[src/hw/rtl/bitmap_frame_allocator_defines.svh]
// Assertion helpers for the frame allocator.
`ifndef BITMAP_FRAME_ALLOCATOR_DEFINES_SVH
`define BITMAP_FRAME_ALLOCATOR_DEFINES_SVH

// Checked on every rising clock edge outside reset.
`define BFA_ASSERT(label, clk, rst_n, prop, msg) \
    label: assert property (@(posedge clk) disable iff (!rst_n) (prop)) else $error(msg);

// Checked on every rising clock edge, reset included.
`define BFA_ASSERT_ALWAYS(label, clk, prop, msg) \
    label: assert property (@(posedge clk) (prop)) else $error(msg);

`endif

[src/hw/rtl/bfa_pkg.sv]
// ----------------------------------------------------------------------------
// bfa_pkg
// Shared constants, codes and types of the bitmap frame allocator.
// ----------------------------------------------------------------------------
`default_nettype none
package bfa_pkg;
    localparam int NUM_FRAMES = 4096;
    localparam int FRAME_W    = 12;
    localparam int CNT_W      = 13;
    localparam int FUNC_W     = 2;
    localparam int STATUS_W   = 2;
    localparam int WORD_W_DEF = 32;

    // func codes; the high bit alone selects a free
    localparam logic [FUNC_W-1:0] FUNC_ALLOC_UP = 2'd0;
    localparam logic [FUNC_W-1:0] FUNC_ALLOC_DN = 2'd1;
    localparam logic [FUNC_W-1:0] FUNC_FREE     = 2'd2;

    typedef enum logic [STATUS_W-1:0] {
        ST_OK     = 2'd0,
        ST_NO_RUN = 2'd1,
        ST_ZERO   = 2'd2,
        ST_RANGE  = 2'd3
    } t_status;

    // run of frames [lo, hi) to mark free (set) or in use
    typedef struct packed {
        logic [CNT_W-1:0] lo;
        logic [CNT_W-1:0] hi;
        logic             set;
    } t_mark;
endpackage
`default_nettype wire

[src/hw/rtl/bfa_mask.sv]
// ----------------------------------------------------------------------------
// bfa_mask
// Merges a run of frames into one map word (read-modify-write data).
// ----------------------------------------------------------------------------
`default_nettype none
module bfa_mask #(
    parameter int WORD_W = 32,
    parameter int ADDR_W = 7
) (
    input  wire logic [ADDR_W-1:0]  i_addr,
    input  wire bfa_pkg::t_mark     i_mark,
    input  wire logic [WORD_W-1:0]  i_rdata,
    output logic      [WORD_W-1:0]  o_wdata
);
    localparam int IDX_W = $clog2(WORD_W);

    always_comb begin
        logic [bfa_pkg::CNT_W-1:0] f;
        for (int j = 0; j < WORD_W; j++) begin
            f = bfa_pkg::CNT_W'({i_addr, IDX_W'(j)});
            o_wdata[j] = (f >= i_mark.lo && f < i_mark.hi) ? i_mark.set : i_rdata[j];
        end
    end
endmodule
`default_nettype wire

[config.mk]
export PLATFORM = sky130hd
export DESIGN_NAME = bfa_mask
export DESIGN_NICKNAME = d
export VERILOG_FILES = /design/src/hw/rtl/bitmap_frame_allocator_defines.svh /design/src/hw/rtl/bfa_pkg.sv /design/src/hw/rtl/bfa_mask.sv
export SDC_FILE = /design/constraint.sdc
export NUM_CORES = 1
export LEC_CHECK = 0
export BUFFER_PORTS_ARGS = -buffer_cell sky130_fd_sc_hd__buf_4
export CAP_MARGIN = 20
export CORE_UTILIZATION = 53
export DETAILED_ROUTE_END_ITERATION = 8
export PLACE_DENSITY = 0.95
export SLEW_MARGIN = 0
export SYNTH_ARGS = -nofsm -noshare
export SYNTH_HDL_FRONTEND = slang
export SYNTH_SLANG_ARGS = --single-unit
[constraint.sdc]
create_clock -name vclk -period 5.1
set_input_delay 0.255 -clock vclk [all_inputs]
set_output_delay 0.255 -clock vclk [all_outputs]
set_load 0.02 [all_outputs]
# After elaboration in Yosys (flattened, before gate mapping)
# Index checks and enable logic that the tools add are counted.
[op_classes]
mux = 32
n_reduce_logical = 32
n_lt_le_gt_ge = 64
[ops]
columns = ["op", "count"]
rows = [
  ["$ge A12 B13 Y1", 32],
  ["$lt A12 B13 Y1", 32],
  ["$logic_and A1 B1 Y1", 32],
  ["$mux W1", 32],
]
[totals]
register_bits = 0
inputBits = 66
output_inout_bits = 32
wordCells = 128

# Depth between registers and ports, before layout
[logic_depth]
depth_word = 3
mapped_depth = 8
mapped_depth_nobuf = 7

# Worst setup path after synthesis
# No wires, ideal clock.
[synth_path]
path_type = "input port to output port"
start = "input port i_mark[24] in the netlist's numbering"
end = "output port o_wdata[1]"
stages = 8
arrival_ns = 2.006
path_slack_ns = 2.839
required_time_ns = 4.845
path_buffers = 1
cell_sequence = "inv_1 -> ha_1 -> and4b_1 -> buf_6 -> nand2_4 -> or3_1 -> a221oi_2 -> mux2_1"
[synth_between]
elab_chain_len = 3
[synth_lines]
columns = ["element", "line", "rtl"]
rows = [
  ["start: declaration", "bfa_mask.sv:11", "input wire bfa_pkg::t_mark i_mark,"],
  ["$ge A12 B13 Y1", "bfa_mask.sv:21", "o_wdata[j] = (f >= i_mark.lo && f < i_mark.hi) ? i_mark.set : i_rdata[j];"],
  ["$logic_and A1 B1 Y1", "bfa_mask.sv:21", ""],
  ["$mux W1", "bfa_mask.sv:21", ""],
  ["end: declaration", "bfa_mask.sv:13", "output logic [WORD_W-1:0] o_wdata"],
]
# No other way between the ends.

# Final worst setup path
[layout_path]
start = "input port i_addr[5]"
end = "output port o_wdata[1]"
[layout_between]
elab_chain_len = 3
elab_cells_between_ends = 4
classes_between = "order compare (2); mux (1); reduce/logical (1)"
[layout_lines]
columns = ["element", "line", "rtl"]
rows = [
  ["start: declaration", "bfa_mask.sv:10", "input wire logic [ADDR_W-1:0] i_addr,"],
  ["$ge A12 B13 Y1 or $lt A12 B13 Y1 (tied branches)", "bfa_mask.sv:21", ""],
  ["$logic_and A1 B1 Y1 (*)", "bfa_mask.sv:21", ""],
  ["$mux W1 (*)", "bfa_mask.sv:21", ""],
]
# Mark *: on every way between the ends. The rest lies on a longest branch, timed or not.

==> flow_summary.ini <==
[status]
result_of_the_run = completed

[floorplan]
coreArea_sq_um = 3420
die_x_extent_um = 62.2
die_area_sq_um = 3870
rows = 21
boundaryPins = 98
initial_utilization = 0.562
floorplan.die.height_um = 62.2

[placement]
dpl.cell_count = 377
final_wtd_congestion = 0.973
hpwlAfterDp_um = 5060
io_buffer_count = 98

[global_routing]
grt_start_max_net_pins = 33
grt_pass1_vias = 2277
grt_first_pass_wirelength_um = 10700
antenna_found_initial = 0
grt-ovfl-total = 0
grt_usage = 0.330

[timing]
grt_setup_unrepaired = false
max-slew-margin-rel = 0.536
fin_crit_ns = 2.74
drv_slew = 0
setup_viol = 0
max_freq_ghz = 0.365
worstMarginPinSlew_ns = 0.693
timing.setup.tns_ns = 0
finalHoldViolations = 0
final_min_period_over_clock_period = 0.537

[logic_synthesis]
most_frequent_cells_after_synthesis = sky130_fd_sc_hd__nand2_1, sky130_fd_sc_hd__o21ai_0, sky130_fd_sc_hd__mux2_1
yosys.cell_types.count = 55
net_count_synth = 331
synthesis.area_sq_um = 1920
post-synth-top-area-fraction = 0.104
yosys_warnings = 0
yosysTopAreaCell = sky130_fd_sc_hd__ha_1
synth.avg_cell_area_sq_um = 7.71
most_used_standard_cell_by_instance_count_after_synthesis = sky130_fd_sc_hd__nand2_1
postSynthCellCount = 249
seq_area_frac_synth = 0
top_post_synthesis_cells_by_area = sky130_fd_sc_hd__ha_1, sky130_fd_sc_hd__mux2_1, sky130_fd_sc_hd__mux2_2

[final_layout]
share_of_cells_above_drive_strength_1 = 0.426
clock_buffers = 0
synthToLayoutAreaGrowth_pct = 36.7
final_net_count = 415
diodes = 0
finish.cell_count_without_fillers = 377
seq_cells = 0
fin_util = 0.768
ff_latch_area_sq_um = 0

[detailed_routing]
post_drt_via_cell_ratio = 6.44
remaining_drc_errors = 0
vias = 2426
drt-total-wl_um = 6350
drt_initial_violations = 325
route.met2.wl_um = 2990
highest_layer = met4
routed_wire_length_per_instance_um = 16.8
wl_met3_um = 688
antenna_left = 0
drt_pre_antenna_iters = 6
met1_length_um = 2540

[setup_path]
critical_path.startpoint_type = input pin
crit_required_ns = 4.85
worstSetupPathType = in -> out
arrival_ns = 2.48
path_max_fanout = 10
endpoint_kind = output pin

[power]
irDropWorstVdd_mv = 0.0709
p_per_area_nw_per_um2 = 106
p_leak_nw = 1.16
total_power_uw = 277

[min_path]
hold_path_class = in -> out

[clocking]
post_cts_hold_buffer_count = 0
postCtsResizedCells = 0
postCtsSetupBuffers = 0

[flow_run]
max_cap_violations = 0
-- critical path, cell delays in order --
cell and delay, ns:
sky130_fd_sc_hd__buf_4 0.11, sky130_fd_sc_hd__ha_1 0.33, sky130_fd_sc_hd__and4b_1 0.51, sky130_fd_sc_hd__nand2_4 0.14
sky130_fd_sc_hd__or3_1 0.39, sky130_fd_sc_hd__a221oi_2 0.24, sky130_fd_sc_hd__mux2_1 0.34, sky130_fd_sc_hd__buf_4 0.16
-- path summary, 6_finish.rpt --
| path | from | to | slack [ns] | depth (start not counted) |
|---|---|---|---|---|
| worst max-delay path | i_addr[5] | o_wdata[1] | 2.36 | 8 |
| worst min-delay path | i_rdata[5] | o_wdata[5] | 0.82 | 3 |
-- cell usage in the layout, fill, tap and decap left out, types with 2 or more instances in the layout --
master and n:
sky130_fd_sc_hd__a2111oi_2 2, sky130_fd_sc_hd__a211o_1 2, sky130_fd_sc_hd__a211oi_1 5, sky130_fd_sc_hd__a21o_1 3, sky130_fd_sc_hd__a21oi_1 16, sky130_fd_sc_hd__a221oi_1 5, sky130_fd_sc_hd__a221oi_2 11, sky130_fd_sc_hd__a31oi_1 4
sky130_fd_sc_hd__and4_1 2, sky130_fd_sc_hd__buf_4 98, sky130_fd_sc_hd__ha_1 16, sky130_fd_sc_hd__inv_1 16, sky130_fd_sc_hd__mux2_1 17, sky130_fd_sc_hd__mux2_2 15, sky130_fd_sc_hd__nand2_1 26, sky130_fd_sc_hd__nand2b_1 5
sky130_fd_sc_hd__nand3_1 6, sky130_fd_sc_hd__nand4_1 2, sky130_fd_sc_hd__nor2_1 12, sky130_fd_sc_hd__nor2b_1 3, sky130_fd_sc_hd__nor3_1 2, sky130_fd_sc_hd__nor3_4 3, sky130_fd_sc_hd__o211ai_1 6, sky130_fd_sc_hd__o21a_1 3
sky130_fd_sc_hd__o21ai_0 18, sky130_fd_sc_hd__o21ai_1 2, sky130_fd_sc_hd__o221ai_1 2, sky130_fd_sc_hd__or3_1 5
-- cell families after synthesis --
| logic type | share of synthesized area |
|---|---|
| buffers and inverters | 0.0795 |
| and+or+nand+nor | 0.252 |
| AOI/OAI and AO/OA | 0.376 |
| muxes | 0.188 |
| adders and majority gates | 0.104 |
-- routing by layer --
metal | global-route usage | vias to the layer above
met2 | 0.581 | 160
met4 | 0.0291 | 0
li1 | - | 1133
met3 | 0.0313 | 22
met5 | 0 | -
met1 | 0.448 | 1111
-- report_power, final --
| group | switching (mW) | internal [mW] | total (mW) |
|---|---|---|---|
| Sequential | 0 | 0 | 0 |
| Combinational | 0.149 | 0.128 | 0.277 |
| Clock | 0 | 0 | 0 |
| Total | 0.149 | 0.128 | 0.277 |
-- stage by stage --
step / hold WS [ns] / area (sq um) / setup WS (ns)
finish: 0.822 / 2620 / 2.36
CTS: 0.824 / 2620 / 2.37
global placement: 0.818 / 2620 / 2.41
global route: 0.830 / 2620 / 2.23
detailed placement: 0.820 / 2620 / 2.38
floorplan: 0.699 / 1920 / 2.84
-- area by class of cell --
type	count	area (sq um)
Multi-Input combinational cell	216	1770
Fill cell	280	792
Timing Repair Buffer	98	736
Inverter	17	63.8
Tap cell	46	57.6
Note: power is estimated with default switching activity, not from simulation.
